### src/rtl/ecl_pkg.sv
// ============================================================================
// ecl_pkg
// Shared types and constants for the escaped command line parser.
// ============================================================================
package ecl_pkg;

    localparam int AUX_BYTES  = 512;
    localparam int CNT_W      = $clog2(AUX_BYTES + 1);
    localparam int IDX_W      = 9;
    localparam int LEN_W      = 10;
    localparam int FIFO_DEPTH = 4;
    localparam int FPTR_W     = $clog2(FIFO_DEPTH);

    localparam logic [7:0] BIN_MASK   = 8'b1000_0000;
    localparam logic [7:0] PIN_MASK   = 8'b0011_1111;
    localparam logic [7:0] LEVEL_MASK = 8'b0100_0000;
    localparam logic [7:0] CH_NL      = 8'h0A;
    localparam logic [7:0] CH_BSLASH  = 8'h5C;
    localparam logic [7:0] CH_DOT     = 8'h2E;
    localparam logic [7:0] CH_PLUS    = 8'h2B;
    localparam logic [7:0] CH_MINUS   = 8'h2D;
    localparam logic [7:0] CH_ZERO    = 8'h30;
    localparam logic [7:0] CH_NINE    = 8'h39;
    localparam logic [1:0] AUX_FRAG   = 2'd3;

    typedef enum logic [1:0] {
        KIND_BIN   = 2'd0,
        KIND_STORE = 2'd1,
        KIND_DONE  = 2'd2
    } ecl_kind_t;

    typedef enum logic [1:0] {
        PH_SKIP   = 2'd0,
        PH_DIGITS = 2'd1,
        PH_STOP   = 2'd2
    } ecl_phase_t;

    typedef struct packed {
        ecl_kind_t          kind;
        logic [5:0]         wr_pin;
        logic               wr_level;
        logic [IDX_W-1:0]   aux_index;
        logic [7:0]         aux_byte;
        logic               aux_dropped;
        logic signed [31:0] cmd_code;
        logic signed [31:0] cmd_pin;
        logic signed [31:0] cmd_value;
        logic [LEN_W-1:0]   aux_length;
    } ecl_res_t;

    typedef struct packed {
        logic     two;
        ecl_res_t res;
    } ecl_entry_t;

    typedef struct packed {
        logic       push;
        ecl_entry_t data;
    } ecl_push_t;

    typedef struct packed {
        logic       empty;
        ecl_entry_t data;
    } ecl_head_t;

endpackage

### src/rtl/ecl_if.sv
// ============================================================================
// ecl_if
// Valid/ready channels for received bytes and for parser results.
// ============================================================================
interface ecl_in_if;
    logic       valid;
    logic       ready;
    logic [7:0] rx_byte;

    modport source (output valid, output rx_byte, input ready);
    modport sink   (input valid, input rx_byte, output ready);
endinterface

interface ecl_out_if;
    logic               valid;
    logic               ready;
    logic [1:0]         kind;
    logic [5:0]         wr_pin;
    logic               wr_level;
    logic [8:0]         aux_index;
    logic [7:0]         aux_byte;
    logic               aux_dropped;
    logic signed [31:0] cmd_code;
    logic signed [31:0] cmd_pin;
    logic signed [31:0] cmd_value;
    logic [9:0]         aux_length;
    logic               last;

    modport source (output valid, output kind, output wr_pin, output wr_level,
                    output aux_index, output aux_byte, output aux_dropped,
                    output cmd_code, output cmd_pin, output cmd_value,
                    output aux_length, output last, input ready);
    modport sink   (input valid, input kind, input wr_pin, input wr_level,
                    input aux_index, input aux_byte, input aux_dropped,
                    input cmd_code, input cmd_pin, input cmd_value,
                    input aux_length, input last, output ready);
endinterface

### src/rtl/ecl_front.sv
// ============================================================================
// ecl_front
// Accepts received bytes, tracks line state and decodes the numeric fields,
// and queues one entry for every byte that produces results.
// ============================================================================
module ecl_front
    import ecl_pkg::*;
(
    input  logic      clk,
    input  logic      rst_n,
    ecl_in_if.sink    rx,
    input  logic      full,
    output ecl_push_t push
);

    logic [1:0]       frag_reg, frag_next;
    logic [CNT_W-1:0] cnt_reg, cnt_next;
    logic             esc_reg, esc_next;
    ecl_phase_t       phase_reg, phase_next;
    logic             neg_reg, neg_next;
    logic [31:0]      num_reg  [0:2];
    logic [31:0]      num_next [0:2];

    logic             accept;
    logic [7:0]       c;
    logic             is_bin;
    logic             app_en;
    logic [7:0]       app_val;
    logic             line_end;
    logic             dot_adv;
    logic [31:0]      base;
    logic [31:0]      times10;
    logic [31:0]      digit;
    ecl_phase_t       ph_eff;
    logic             neg_eff;
    logic             st_en;
    logic             cmd_en;
    ecl_entry_t       ent;

    assign rx.ready = !full;
    assign accept   = rx.valid && rx.ready;
    assign c        = rx.rx_byte;
    assign is_bin   = (frag_reg == 2'd0) && (cnt_reg == '0) && ((c & BIN_MASK) != 8'd0);

    always_comb
    begin
        app_en   = 1'b0;
        app_val  = c;
        line_end = 1'b0;
        dot_adv  = 1'b0;
        esc_next = esc_reg;
        if (is_bin)
        begin
            app_en = 1'b0;
        end
        else if (c == CH_NL || c == CH_BSLASH)
        begin
            if (esc_reg)
            begin
                app_en   = 1'b1;
                esc_next = 1'b0;
            end
            else if (c == CH_NL)
            begin
                app_en   = 1'b1;
                app_val  = 8'd0;
                line_end = 1'b1;
            end
            else
            begin
                esc_next = 1'b1;
            end
        end
        else if (c == CH_DOT)
        begin
            esc_next = 1'b0;
            app_en   = 1'b1;
            if (frag_reg != AUX_FRAG)
            begin
                app_val = 8'd0;
                dot_adv = 1'b1;
            end
        end
        else
        begin
            esc_next = 1'b0;
            app_en   = 1'b1;
        end
    end

    always_comb
    begin
        base       = (cnt_reg == '0) ? 32'd0 : num_reg[frag_reg];
        ph_eff     = (cnt_reg == '0) ? PH_SKIP : phase_reg;
        neg_eff    = (cnt_reg == '0) ? 1'b0 : neg_reg;
        times10    = (base << 3) + (base << 1);
        digit      = {24'd0, app_val - CH_ZERO};
        frag_next  = frag_reg;
        cnt_next   = cnt_reg;
        phase_next = phase_reg;
        neg_next   = neg_reg;
        st_en      = 1'b0;
        for (int i = 0; i < 3; i++)
        begin
            num_next[i] = num_reg[i];
        end

        ent = '0;

        if (app_en)
        begin
            if (frag_reg != AUX_FRAG)
            begin
                phase_next = ph_eff;
                neg_next   = neg_eff;
                num_next[frag_reg] = base;
                if (ph_eff == PH_SKIP && (app_val inside {8'h20, [8'h09:8'h0D]}))
                begin
                    phase_next = PH_SKIP;
                end
                else if (ph_eff == PH_SKIP && (app_val == CH_PLUS || app_val == CH_MINUS))
                begin
                    neg_next   = (app_val == CH_MINUS);
                    phase_next = PH_DIGITS;
                end
                else if (ph_eff != PH_STOP && app_val >= CH_ZERO && app_val <= CH_NINE)
                begin
                    num_next[frag_reg] = neg_eff ? (times10 - digit) : (times10 + digit);
                    phase_next         = PH_DIGITS;
                end
                else
                begin
                    phase_next = PH_STOP;
                end
                if (cnt_reg < CNT_W'(AUX_BYTES))
                begin
                    cnt_next = cnt_reg + 1'b1;
                end
            end
            else
            begin
                st_en            = 1'b1;
                ent.res.kind     = KIND_STORE;
                ent.res.aux_byte = app_val;
                if (cnt_reg < CNT_W'(AUX_BYTES))
                begin
                    ent.res.aux_index = cnt_reg[IDX_W-1:0];
                    cnt_next          = cnt_reg + 1'b1;
                end
                else
                begin
                    ent.res.aux_dropped = 1'b1;
                end
            end
        end

        cmd_en = line_end && (frag_reg != 2'd0 || cnt_reg != '0);
        if (cmd_en)
        begin
            ent.res.cmd_code  = num_next[0];
            ent.res.cmd_pin   = num_next[1];
            ent.res.cmd_value = num_next[2];
            if (frag_reg == AUX_FRAG)
            begin
                ent.res.aux_length = LEN_W'(cnt_reg);
            end
            if (st_en)
            begin
                ent.two = 1'b1;
            end
            else
            begin
                ent.res.kind = KIND_DONE;
            end
        end

        if (is_bin)
        begin
            ent.res.kind     = KIND_BIN;
            ent.res.wr_pin   = 6'(c & PIN_MASK);
            ent.res.wr_level = (c & LEVEL_MASK) != 8'd0;
        end

        if (line_end)
        begin
            frag_next = 2'd0;
            cnt_next  = '0;
        end
        else if (dot_adv)
        begin
            frag_next = frag_reg + 1'b1;
            cnt_next  = '0;
        end
    end

    assign push.push = accept && (is_bin || st_en || cmd_en);
    assign push.data = ent;

    always_ff @(posedge clk or negedge rst_n)
    begin
        if (!rst_n)
        begin
            frag_reg  <= 2'd0;
            cnt_reg   <= '0;
            esc_reg   <= 1'b0;
            phase_reg <= PH_SKIP;
            neg_reg   <= 1'b0;
            for (int i = 0; i < 3; i++)
            begin
                num_reg[i] <= 32'd0;
            end
        end
        else if (accept)
        begin
            frag_reg  <= frag_next;
            cnt_reg   <= cnt_next;
            esc_reg   <= esc_next;
            phase_reg <= phase_next;
            neg_reg   <= neg_next;
            for (int i = 0; i < 3; i++)
            begin
                num_reg[i] <= num_next[i];
            end
        end
    end

endmodule

### src/rtl/ecl_fifo.sv
// ============================================================================
// ecl_fifo
// Short queue of decoded entries between the front and back parts.
// ============================================================================
module ecl_fifo
    import ecl_pkg::*;
(
    input  logic      clk,
    input  logic      rst_n,
    input  ecl_push_t push,
    output logic      full,
    input  logic      pop,
    output ecl_head_t head
);

    ecl_entry_t        mem [0:FIFO_DEPTH-1];
    logic [FPTR_W-1:0] wr_ptr_reg;
    logic [FPTR_W-1:0] rd_ptr_reg;
    logic [FPTR_W:0]   count_reg;
    logic              do_push;
    logic              do_pop;

    assign full       = (count_reg == (FPTR_W+1)'(FIFO_DEPTH));
    assign head.empty = (count_reg == '0);
    assign head.data  = mem[rd_ptr_reg];
    assign do_push    = push.push && !full;
    assign do_pop     = pop && !head.empty;

    always_ff @(posedge clk)
    begin
        if (do_push)
        begin
            mem[wr_ptr_reg] <= push.data;
        end
    end

    always_ff @(posedge clk or negedge rst_n)
    begin
        if (!rst_n)
        begin
            wr_ptr_reg <= '0;
            rd_ptr_reg <= '0;
            count_reg  <= '0;
        end
        else
        begin
            if (do_push)
            begin
                wr_ptr_reg <= wr_ptr_reg + 1'b1;
            end
            if (do_pop)
            begin
                rd_ptr_reg <= rd_ptr_reg + 1'b1;
            end
            if (do_push && !do_pop)
            begin
                count_reg <= count_reg + 1'b1;
            end
            else if (do_pop && !do_push)
            begin
                count_reg <= count_reg - 1'b1;
            end
        end
    end

endmodule

### src/rtl/ecl_back.sv
// ============================================================================
// ecl_back
// Drains queued entries into the registered result channel, splitting an
// entry that carries both an aux store and a command into two transactions.
// ============================================================================
module ecl_back
    import ecl_pkg::*;
(
    input  logic      clk,
    input  logic      rst_n,
    input  ecl_head_t head,
    output logic      pop,
    ecl_out_if.source res
);

    logic     valid_reg, valid_next;
    logic     second_reg, second_next;
    ecl_res_t data_reg, data_next;
    logic     last_reg, last_next;
    logic     load;

    assign load = !valid_reg || res.ready;

    always_comb
    begin
        valid_next  = valid_reg;
        second_next = second_reg;
        data_next   = data_reg;
        last_next   = last_reg;
        pop         = 1'b0;
        if (load)
        begin
            valid_next = !head.empty;
            if (!head.empty)
            begin
                data_next = head.data.res;
                last_next = 1'b1;
                if (head.data.two && !second_reg)
                begin
                    data_next.kind       = KIND_STORE;
                    data_next.cmd_code   = '0;
                    data_next.cmd_pin    = '0;
                    data_next.cmd_value  = '0;
                    data_next.aux_length = '0;
                    last_next            = 1'b0;
                    second_next          = 1'b1;
                end
                else
                begin
                    if (head.data.two)
                    begin
                        data_next.kind        = KIND_DONE;
                        data_next.aux_index   = '0;
                        data_next.aux_byte    = '0;
                        data_next.aux_dropped = 1'b0;
                    end
                    second_next = 1'b0;
                    pop         = 1'b1;
                end
            end
        end
    end

    always_ff @(posedge clk or negedge rst_n)
    begin
        if (!rst_n)
        begin
            valid_reg  <= 1'b0;
            second_reg <= 1'b0;
        end
        else
        begin
            valid_reg  <= valid_next;
            second_reg <= second_next;
        end
    end

    always_ff @(posedge clk)
    begin
        data_reg <= data_next;
        last_reg <= last_next;
    end

    assign res.valid       = valid_reg;
    assign res.kind        = data_reg.kind;
    assign res.wr_pin      = data_reg.wr_pin;
    assign res.wr_level    = data_reg.wr_level;
    assign res.aux_index   = data_reg.aux_index;
    assign res.aux_byte    = data_reg.aux_byte;
    assign res.aux_dropped = data_reg.aux_dropped;
    assign res.cmd_code    = data_reg.cmd_code;
    assign res.cmd_pin     = data_reg.cmd_pin;
    assign res.cmd_value   = data_reg.cmd_value;
    assign res.aux_length  = data_reg.aux_length;
    assign res.last        = last_reg;

endmodule

### src/rtl/escaped_command_line_parser.sv
// ============================================================================
// escaped_command_line_parser
// Byte-serial parser for binary pin writes and escaped "cmd.pin.val.aux"
// text lines, with decoded numeric fields and aux byte stores.
// ============================================================================
// Channel   Role   Transaction
// rx        sink   one received byte (rx_byte)
// res       source one result: pin write, aux store or command complete
//
// A byte is taken every cycle while the four-entry queue has room; its line
// state and numeric fields update in that same cycle.
// The result register sends one transaction per cycle while not stalled, so
// a newline in the aux field yields two results, sent as two transactions.
// Reset clears the line state and the queue; no clearing pass is needed.
// A stalled result channel fills the queue and then holds rx.ready low.
module escaped_command_line_parser
    import ecl_pkg::*;
(
    input  logic      clk,
    input  logic      rst_n,
    ecl_in_if.sink    rx,
    ecl_out_if.source res
);

    ecl_push_t push;
    ecl_head_t head;
    logic      full;
    logic      pop;

    ecl_front u_front (
        .clk   (clk),
        .rst_n (rst_n),
        .rx    (rx),
        .full  (full),
        .push  (push)
    );

    ecl_fifo u_fifo (
        .clk   (clk),
        .rst_n (rst_n),
        .push  (push),
        .full  (full),
        .pop   (pop),
        .head  (head)
    );

    ecl_back u_back (
        .clk   (clk),
        .rst_n (rst_n),
        .head  (head),
        .pop   (pop),
        .res   (res)
    );

endmodule

### src/flat_wrapper.sv
// flat-port wrapper written by rule: the top's interface ports become plain ports
module escaped_command_line_parser_flat import ecl_pkg::*;
  (clk, rst_n, rx_valid, rx_rx_byte, rx_ready, res_valid, res_kind, res_wr_pin, res_wr_level, res_aux_index, res_aux_byte, res_aux_dropped, res_cmd_code, res_cmd_pin, res_cmd_value, res_aux_length, res_last, res_ready);
  ecl_in_if rx_i ();
  ecl_out_if res_i ();
  input  logic clk;
  input  logic rst_n;
  input wire logic [$bits(rx_i.valid)-1:0] rx_valid;
  input wire logic [$bits(rx_i.rx_byte)-1:0] rx_rx_byte;
  output wire logic [$bits(rx_i.ready)-1:0] rx_ready;
  output wire logic [$bits(res_i.valid)-1:0] res_valid;
  output wire logic [$bits(res_i.kind)-1:0] res_kind;
  output wire logic [$bits(res_i.wr_pin)-1:0] res_wr_pin;
  output wire logic [$bits(res_i.wr_level)-1:0] res_wr_level;
  output wire logic [$bits(res_i.aux_index)-1:0] res_aux_index;
  output wire logic [$bits(res_i.aux_byte)-1:0] res_aux_byte;
  output wire logic [$bits(res_i.aux_dropped)-1:0] res_aux_dropped;
  output wire logic [$bits(res_i.cmd_code)-1:0] res_cmd_code;
  output wire logic [$bits(res_i.cmd_pin)-1:0] res_cmd_pin;
  output wire logic [$bits(res_i.cmd_value)-1:0] res_cmd_value;
  output wire logic [$bits(res_i.aux_length)-1:0] res_aux_length;
  output wire logic [$bits(res_i.last)-1:0] res_last;
  input wire logic [$bits(res_i.ready)-1:0] res_ready;
  assign rx_i.valid = rx_valid;
  assign rx_i.rx_byte = rx_rx_byte;
  assign rx_ready = rx_i.ready;
  assign res_valid = res_i.valid;
  assign res_kind = res_i.kind;
  assign res_wr_pin = res_i.wr_pin;
  assign res_wr_level = res_i.wr_level;
  assign res_aux_index = res_i.aux_index;
  assign res_aux_byte = res_i.aux_byte;
  assign res_aux_dropped = res_i.aux_dropped;
  assign res_cmd_code = res_i.cmd_code;
  assign res_cmd_pin = res_i.cmd_pin;
  assign res_cmd_value = res_i.cmd_value;
  assign res_aux_length = res_i.aux_length;
  assign res_last = res_i.last;
  assign res_i.ready = res_ready;
  escaped_command_line_parser u_core (.clk(clk), .rst_n(rst_n), .rx(rx_i), .res(res_i));
endmodule
### config.mk
export PLATFORM = sky130hd
export DESIGN_NAME = escaped_command_line_parser_flat
export DESIGN_NICKNAME = d
export VERILOG_FILES = /design/src/rtl/ecl_pkg.sv /design/src/rtl/ecl_if.sv /design/src/rtl/ecl_front.sv /design/src/rtl/ecl_fifo.sv /design/src/rtl/ecl_back.sv /design/src/rtl/escaped_command_line_parser.sv /design/src/flat_wrapper.sv
export SDC_FILE = /design/constraint.sdc
export NUM_CORES = 1
export LEC_CHECK = 0
export BUFFER_PORTS_ARGS = -buffer_cell sky130_fd_sc_hd__buf_4
export CORE_ASPECT_RATIO = 0.7
export CORE_MARGIN = 4
export CORE_UTILIZATION = 35
export DETAILED_ROUTE_END_ITERATION = 8
export SYNTH_ARGS = -nofsm -noshare
export SYNTH_HDL_FRONTEND = slang
export SYNTH_HIERARCHICAL = 1
export SYNTH_SLANG_ARGS = --single-unit
export TNS_END_PERCENT = 50
### constraint.sdc
create_clock -name clk -period 17.3 [get_ports clk]
set_input_delay 0.865 -clock clk [delete_from_list [all_inputs] [get_ports clk]]
set_output_delay 0.865 -clock clk [all_outputs]
set_load 0.01 [all_outputs]
; Yosys cells after proc, flatten, opt, wreduce, memory -nomap -nowiden
; Memories as Yosys holds them, arrays and structs flattened.
; Index checks and enable logic that the tools add are counted.
[op_classes]
addsub = 10
n_lt_le_gt_ge = 7
n_eq_ne = 10
n_mux = 72
n_bitwise = 3
n_reduce_logical = 44
[ops]
columns = operator, count
row1 = $mux W96, 5
row2 = $bwmux W96, 2
row3 = $mux W32, 5
row4 = $mux W106, 1
row5 = $mux W18, 4
row6 = $bmux W32 S2, 1
row7 = $demux W32 S2, 1
row8 = $mux W10, 5
row9 = $mux W8, 6
row10 = $add A32 B32 Y32, 1
row11 = $add A32 B8 Y32, 1
row12 = $eq A8 B6 Y1 const B, 4
row13 = $sub A32 B8 Y32, 1
row14 = $mux W1, 29
row15 = $mux W9, 2
row16 = $logic_and A1 B1 Y1, 16
row17 = $mux W2, 8
row18 = $add A10 B1 Y10 const B, 1
row19 = $logic_not A10 Y1, 1
row20 = $lt A10 B10 Y1 const B, 1
row21 = $reduce_bool A10 Y1, 1
row22 = $mux W3, 3
row23 = $eq A8 B4 Y1 const B, 1
row24 = $eq A8 B7 Y1 const B, 1
row25 = 23 further kinds, 45
[totals]
register_bits = 255
mem_bits_rw = 536
input_bits = 12
out_inout_bits = 136
wordCells = 171
mem_count = 1
[memory_table]
columns = name, words, width, read_ports, rd_clocked_by_memory_dff, wr, line_no
row1 = u_core.u_fifo.mem, 4, 134, 1, 0, 1, ecl_fifo.sv:16  ; ecl_entry_t mem [0:FIFO_DEPTH-1];

; Logic depth before layout (Yosys ltp)
; Gate-level depths: netlist of the first run.
[logic_depth]
ltp_word = 15
depth_mapped = 21
mapped_depth_nobuf = 20

; Hierarchy
; The synthesis of the first run kept the hierarchy.
[by_module_without_submodules]
columns = module, instances, cells_each, area_each_um2, seq_area_each_um2
row1 = ecl_fifo, 1, 737, 19710.2, 16270.6
row2 = ecl_front, 1, 1489, 10577.6, 2802.7
row3 = ecl_back, 1, 285, 5003.5, 4073.9

; Least setup slack after synthesis of the first run
; OpenSTA, ideal clock, no wires.
[synth_path]
kind = in2reg
start = input res_ready
end = register u_core.u_fifo.count_reg[1]
setup_time_ns = 0.125
arrival_time_ns = 9.047
required_time_ns = 17.175
slack_ns = 8.128
cell_stages = 8
path_buffers = 0
path_cell_list = inv_1 -> a21oi_1 -> and2_1 -> nand2_1 -> ha_1 -> inv_1 -> fa_1 -> mux2_2
[synth_between]
elab_chain_cells = 6
word_cells_on_any_way = 8
classes_between = mux (2) / reduce/logical (6)
[synth_lines]
columns = element, line_no
row1 = start: declaration, flat_wrapper.sv:23  ; input wire logic [$bits(res_i.ready)-1:0] res_ready;
row2 = $logic_or A1 B1 Y1 *, ecl_back.sv:22  ; assign load = !valid_reg || res.ready;
row3 = $mux W1 *, ecl_back.sv:31  ; if (load)
row4 = named net u_core.pop, escaped_command_line_parser.sv:28  ; logic pop;
row5 = $logic_and A1 B1 Y1 *, ecl_fifo.sv:27  ; assign do_pop = pop && !head.empty;
row6 = $logic_not A1 Y1, ecl_fifo.sv:55  ; if (do_push && !do_pop)
row7 = $logic_and A1 B1 Y1, ecl_fifo.sv:55
row8 = $mux W3 or $reduce_bool A2 Y1 (tied branches), --
row9 = end signal: assignment, ecl_fifo.sv:57  ; count_reg <= count_reg + 1'b1;
row10 = end signal: assignment, ecl_fifo.sv:61  ; count_reg <= count_reg - 1'b1;
row11 = end: declaration, ecl_fifo.sv:19  ; logic [FPTR_W:0] count_reg;
; Mark *: on every way through the listed nets, which the timed path passes. The rest lies on a longest branch.
; A chain may end at the register's enable or synchronous reset.

==> results of run 1 <==
## stage by stage
step                      std cells  power (mW)  setup slack (ps)  hold slack [ps]  utilization (%)
after global placement         3893        4.46             10850              463             37.8
after global routing           4050        6.49             10210              381             40.6
after floorplan                2511        3.85              8130              445                -
after CTS                      4049        6.29             10750              326             40.6
final                          4054        6.18             10600              326             40.6
after detailed placement       3893        4.48             10770              483             37.8
## cell type report
class | count | area (µm²)
diodes | 5 | 12.5
clock buffers | 104 | 2210
clock inverters | 52 | 558
fillers | 9206 | 59400
inverters | 37 | 139
multi-input cells | 1547 | 11400
flip-flops and latches | 791 | 23200
well taps | 1336 | 1670
repair buffers | 182 | 1390
## cells by family after synthesis
group | count (synthesis)
xor gates and xnor gates | 65
buffers and inverters | 173
AOI/OAI and AO/OA | 435
muxes | 177
DFF | 791
adders and majority gates | 61
and+or+nand+nor | 809
## synth_stat cells, types with 40 or more instances
| cell type | instances | area, µm² |
|---|---|---|
| edfxtp_1 | 670 | 20100 |
| a21oi_1 | 129 | 646 |
| a211oi_1 | 57 | 428 |
| ha_1 | 57 | 713 |
| mux2i_1 | 40 | 400 |
| o21ai_0 | 121 | 606 |
| clkbuf_1 | 99 | 372 |
| mux4_2 | 134 | 3020 |
| dfrtp_1 | 121 | 3030 |
| and2_1 | 144 | 901 |
| nand2_1 | 271 | 1020 |
| nor2_1 | 217 | 815 |
## worst max path at each step
stage | from | end | slack [ps] | depth (start not counted)
2_1_floorplan | res_ready | u_core/u_fifo/count_reg[1] | 8130 | 8
3_3_place_gp | u_core/u_front/frag_reg[0] | u_core/u_fifo/mem[0][97] | 10850 | 18
3_5_place_dp | u_core/u_front/frag_reg[0] | u_core/u_fifo/mem[0][105] | 10770 | 18
4_1_cts | u_core/u_front/frag_reg[0] | u_core/u_fifo/mem[2][105] | 10750 | 18
5_1_grt | u_core/u_front/cnt_reg[4] | u_core/u_fifo/mem[2][105] | 10210 | 17
6_report | u_core/u_front/frag_reg[0] | u_core/u_fifo/mem[2][105] | 10600 | 18
## power by group through the flow
stage               sequential, mW  clock [mW]  combinational [mW]
global placement              2.83           0                1.63
global route                  2.85        1.92                1.72
floorplan                     2.93           0               0.918
detailed placement            2.85           0                1.63
finish                        2.81        1.79                1.58
CTS                           2.82        1.84                1.64
## per-layer routing
| metal | routed length (µm) | GRT usage (%) | vias to the layer above |
|---|---|---|---|
| li1 | - | - | 9730 |
| met1 | 43300 | 26.2 | 11000 |
| met2 | 40400 | 25.2 | 831 |
| met3 | 7030 | 3.32 | 139 |
| met4 | 2660 | 5.45 | 0 |
| met5 | 0 | 0.318 | - |
## worst max-delay path: cells and delay by family, from the launching register on
family                   cells  cell delay, ps
AND/OR/NAND/NOR              6            1860
XOR/XNOR                     2             780
flip-flops                   1             340
buffers and inverters        2             820
AO/OA/AOI/OAI                6            1900
adder cells (fa/ha/maj)      2             780
==> impl_metrics.csv, run 1 <==
group,metric,value,unit
route,vias_per_cell,5.36,
critical_path,path_max_fanout,36,
yosys,ys_seq_elements,791,
sta,drv_slew,0,
yosys,ys_types,84,
sta,fin_skew,29.2,ps
place,hpwl,62300,µm
cells_and_area,largest_register_ffs,536,
critical_path,crit_path_cell_trace,"buf_4 > nor2_2 > buf_4 > a21oi_1 > nor2_1 > ha_1 > fa_1 > a21o_1 > a22o_1 > a21o_1 > xor2_1 > nand3_1 > or4_1 > or4_1 > a221oi_1 > xnor2_1 > nand2_1 > a31oi_1",
route,drtAntennaViolNets,0,
critical_path,critPathMaxStageDelay,610,ps
critical_path,r2r-start,"u_core/u_front/frag_reg[0]",
yosys,synth_edf_count,670,
clocking,cts_buffer_depth,3,
sta,tns,0,ps
yosys,synth_mux_area_share,9.79,%
place,gp_congestion,0.890,
route,drt_wl_total,93400,µm
critical_path,worstReg2RegEnd,"u_core/u_fifo/mem[2][105]",
die,die_w,388,µm
clocking,htree_levels,3,
place,placed_area,37800,µm²
power,p_seq_share,45.4,%
grt,antenna_found_initial,4,
cells_and_area,final_common_cell,"edfxtp_1",
worst_hold_path,hp-class,"in -> async",
critical_path,end_kind,"flip-flop",
grt,grt_pass1_wl,140000,µm
power,leakage,14.4,nW
power,internal-power,4.42,mW
cells_and_area,nets,2716,
critical_path,startpoint_type,"flip-flop",
sta,hold_violations,0,
yosys,yosysWarnings,6,
yosys,syn_nets,2584,
sta,max_clock_freq,149,MHz
power,peakVddDrop,0.0929,mV
route,drc,0,
critical_path,r2r_slack,10600,ps
clocking,cts_sinks,791,
place,port_buffers,147,
clocking,cts_tree,"built",
yosys,syn_inst,2511,
grt,track_usage,17.3,%
die,row_count,97,
route,wl_per_cell,23.0,µm
route,num_vias,21700,
critical_path,required,17720,ps
yosys,synth_area,35300,µm²
cells_and_area,stdcell_area,40600,µm²
clocking,cts_resized,0,
power,pwr-share-clk,29.0,%
yosys,synth-seq-area-share,65.6,%
critical_path,critical_path_class,"reg -> reg",
route,drt-initial-drc-count,2381,
cells_and_area,drive_gt1_share,17.9,%
yosys,synthArstFlopShare,15.3,%
yosys,synth_adder_area_share,2.25,%
cells_and_area,synthToLayoutAreaGrowth,15.0,%
sta,period_share,38.7,%
die,start_util,35.3,%
power,swShare,28.6,%
route,first_pass_iters,7,
run_status,outcome,"completed",
flow_run,cap_violations,0,
yosys,avgSynthCellArea,14.1,µm²
yosys,synth_ff_type,"edfxtp_1",
grt,grt-ovfl-total,0,
clocking,clkSlewWorstSetupHoldPaths,60,ps
sta,setup_violations,0,
die,ioPinCount,148,
power,power_switching,1.76,mW
clocking,numCtsBuffers,84,
critical_path,worstPathArrival,7110,ps
clocking,cts_hold_buf,0,
sta,tightest_slew,1360,ps
critical_path,r2r_cells,18,
grt,grt_pass1_vias,21300,
yosys,synth-compound-area-share,7.60,%
critical_path,critPathSlowestCell,"or4_1",
die,die_height,274,µm
sta,relSlewSlack,9.05,%
die,core,100000,µm²
clocking,cts_setup_buffers,0,
cells_and_area,final_cell_mix,"edfxtp_1 (670), nand2_1 (271), nor2_1 (215)",
clocking,cts.root.buffer_cell,"clkbuf_16",
die,die-area,106000,µm²
yosys,synthXorXnorAreaFrac,1.68,%
power,power.density,152,nW/µm²
clocking,insertion_delay,640,ps
yosys,synth_top_family_by_area,"simple AND/OR/NAND/NOR gates",
yosys,synthSimpleGateAreaFrac,11.0,%
grt,grt_start_max_net_pins,135,
sta,final.min_clock_period,6700,ps
power,combinationalPowerShare,25.6,%
sta,rsz0062_at_grt,"false",
(Power assumes the default switching activity.)
==> run 2, diff against run 1 <==
Clock period 17.3 ns to 6.9 ns, I/O delays scaled along.
==> run 2 against run 1 <==
Clock skew rose by 16 ps; wire length grew 3.5%; count of clock-buffer cells in the layout rose by 1; sequential power up 150%; non-clock buffer count up 40; register-to-register slack worse by 10000 ps; sequential cell count is the same; largest power group unchanged; utilization is 0.46 points higher; setup slack lost 10000 ps; final cell count rose by 0.64%; die area stayed put; first-iteration DRC count down 7.1%.
==> impl_metrics.csv, run 2 (same netlist as run 1, synthesis figures left out) <==
group,metric,value,unit
critical_path,path_depth,18,
grt,antenna_found_initial,3,
critical_path,critical_path_class,"reg -> reg",
clocking,clkSlewWorstSetupHoldPaths,60,ps
cells_and_area,drive_gt1_share,19.4,%
sta,hold_violations,0,
cells_and_area,final_cell_mix,"edfxtp_1 (670), nand2_1 (271), nor2_1 (215)",
critical_path,critPathBufInv,2,
power,power.density,382,nW/µm²
grt,track_usage,17.9,%
route,drtAntennaViolNets,0,
route,drt-initial-drc-count,2213,
critical_path,crit_family,"simple AND/OR/NAND/NOR gates",
critical_path,critPathMaxStageDelay,600,ps
sta,period_share,94.6,%
power,leakage,14.7,nW
cells_and_area,final_core_util,41.0,%
sta,fin_ws,375,ps
die,row_count,97,
die,ioPinCount,148,
place,port_buffers,147,
critical_path,critPathSlowestCell,"or4_1",
route,drc,0,
sta,fin_skew,44.9,ps
worst_hold_path,hp-class,"in -> reg",
cells_and_area,synthToLayoutAreaGrowth,16.3,%
clocking,insertion_delay,630,ps
critical_path,worstPathArrival,7010,ps
critical_path,required,7390,ps
critical_path,crit_path_cell_trace,"nor4_1 > and4_1 > buf_4 > nor2_1 > ha_1 > fa_1 > a21o_1 > a221oi_2 > o211ai_1 > a22oi_1 > nand3_1 > or4_1 > or4_1 > a21oi_1 > xnor2_1 > nor2_1 > o41ai_1 > buf_4",
clocking,numCtsBuffers,81,
die,die-area,106000,µm²
sta,rsz0062_at_grt,"false",
clocking,cts_tree,"built",
critical_path,startpoint_type,"flip-flop",
sta,relSlewSlack,14.1,%
place,gp_congestion,0.926,
cells_and_area,nets,2753,
critical_path,r2r_cells,18,
clocking,htree_levels,3,
sta,tns,0,ps
power,total_power,15.7,mW
grt,grt_pass1_wl,144000,µm
critical_path,end_kind,"flip-flop",
flow_run,cap_violations,0,
grt,grt-ovfl-total,0,
cells_and_area,fillers,9173,
grt,grt_pass1_vias,21700,
place,hpwl,65400,µm
route,vias_per_cell,5.41,
place,dp_slack,528,ps
critical_path,path_max_fanout,19,
run_status,outcome,"completed",
cells_and_area,final_common_cell,"edfxtp_1",
clocking,cts_setup_buffers,0,
route,num_vias,22100,
clocking,cts_sinks,791,
sta,max_clock_freq,153,MHz
sta,tightest_slew,1280,ps
route,wl_per_cell,23.7,µm
die,die_height,274,µm
route,drt_wl_total,96600,µm
worst_hold_path,hold_path_depth,2,
die,die_w,388,µm
die,core,100000,µm²
grt,grt_start_max_net_pins,89,
clocking,cts_buffer_depth,3,
power,peakVddDrop,0.324,mV
die,start_util,35.3,%
clocking,cts.root.buffer_cell,"clkbuf_16",
sta,setup_violations,0,
sta,final.min_clock_period,6520,ps
cells_and_area,largest_register_ffs,536,
route,first_pass_iters,6,
sta,drv_slew,0,
## run 2: worst reg2reg max path, stage by stage (launching register included)
cell and delay (ps):
dfrtp_1 430, nor4_1 460, and4_1 350, buf_4 290, nor2_1 140, ha_1 250
fa_1 480, a21o_1 220, a221oi_2 410, o211ai_1 180, a22oi_1 550, nand3_1 260
or4_1 600, or4_1 480, a21oi_1 200, xnor2_1 200, nor2_1 140, o41ai_1 530
buf_4 220
## run 2: final timing paths
check	start	endpoint	slack, ps
worst max-delay path	u_core/u_front/cnt_reg[5]	u_core/u_fifo/mem[1][101]	380
min in group asynchronous	rst_n	u_core/u_front/num_reg[26]	170
worst min register to register	u_core/u_fifo/count_reg[2]	u_core/u_fifo/count_reg[2]	490
worst max register to register	u_core/u_front/cnt_reg[5]	u_core/u_fifo/mem[1][101]	380
worst min-delay path	rx_rx_byte[5]	u_core/u_fifo/mem[3][130]	150
max in group asynchronous	rst_n	u_core/u_front/num_reg[42]	4940
## run 2: through the flow
| stage | cells | cell area (µm²) | hold WS [ps] |
|---|---|---|---|
| floorplan | 2511 | 35300 | 49.4 |
| global placement | 3931 | 38100 | 268 |
| detailed placement | 3931 | 38100 | 276 |
| CTS | 4078 | 41000 | 113 |
| global route | 4078 | 41000 | 156 |
| finish | 4080 | 41000 | 151 |
## run 2: final cells by class
type,count,area [µm²],share of cell area [%]
Antenna cell,2,5.00,0.0122
Clock inverter,40,618,1.51
Clock buffer,105,2250,5.48
Tap cell,1336,1670,4.07
Sequential cell,791,23200,56.4
Timing Repair Buffer,222,1760,4.29
Multi-Input combinational cell,1547,11400,27.9
Inverter,37,139,0.338
## run 2: power by group
part           switching [mW]  internal, mW  leakage (nW)
registers               0.392          6.63          8.00
clock network            1.81          2.84          1.40
logic                    2.17          1.83          5.30
total                    4.38          11.3          14.7
## run 2: layer usage
layer / vias up / GRT usage, % / wire (µm)
met3: 154 / 4.53 / 8700
met4: 4 / 5.03 / 2580
li1: 9786 / - / -
met5: - / 0 / 24
met1: 11200 / 26.2 / 43600
met2: 921 / 26.3 / 41800
## run 2: timing repair
action,4_1_cts,5_1_grt
hold buffers,2,0
resized for setup,0,0
endpoints found under the hold margin,15,0
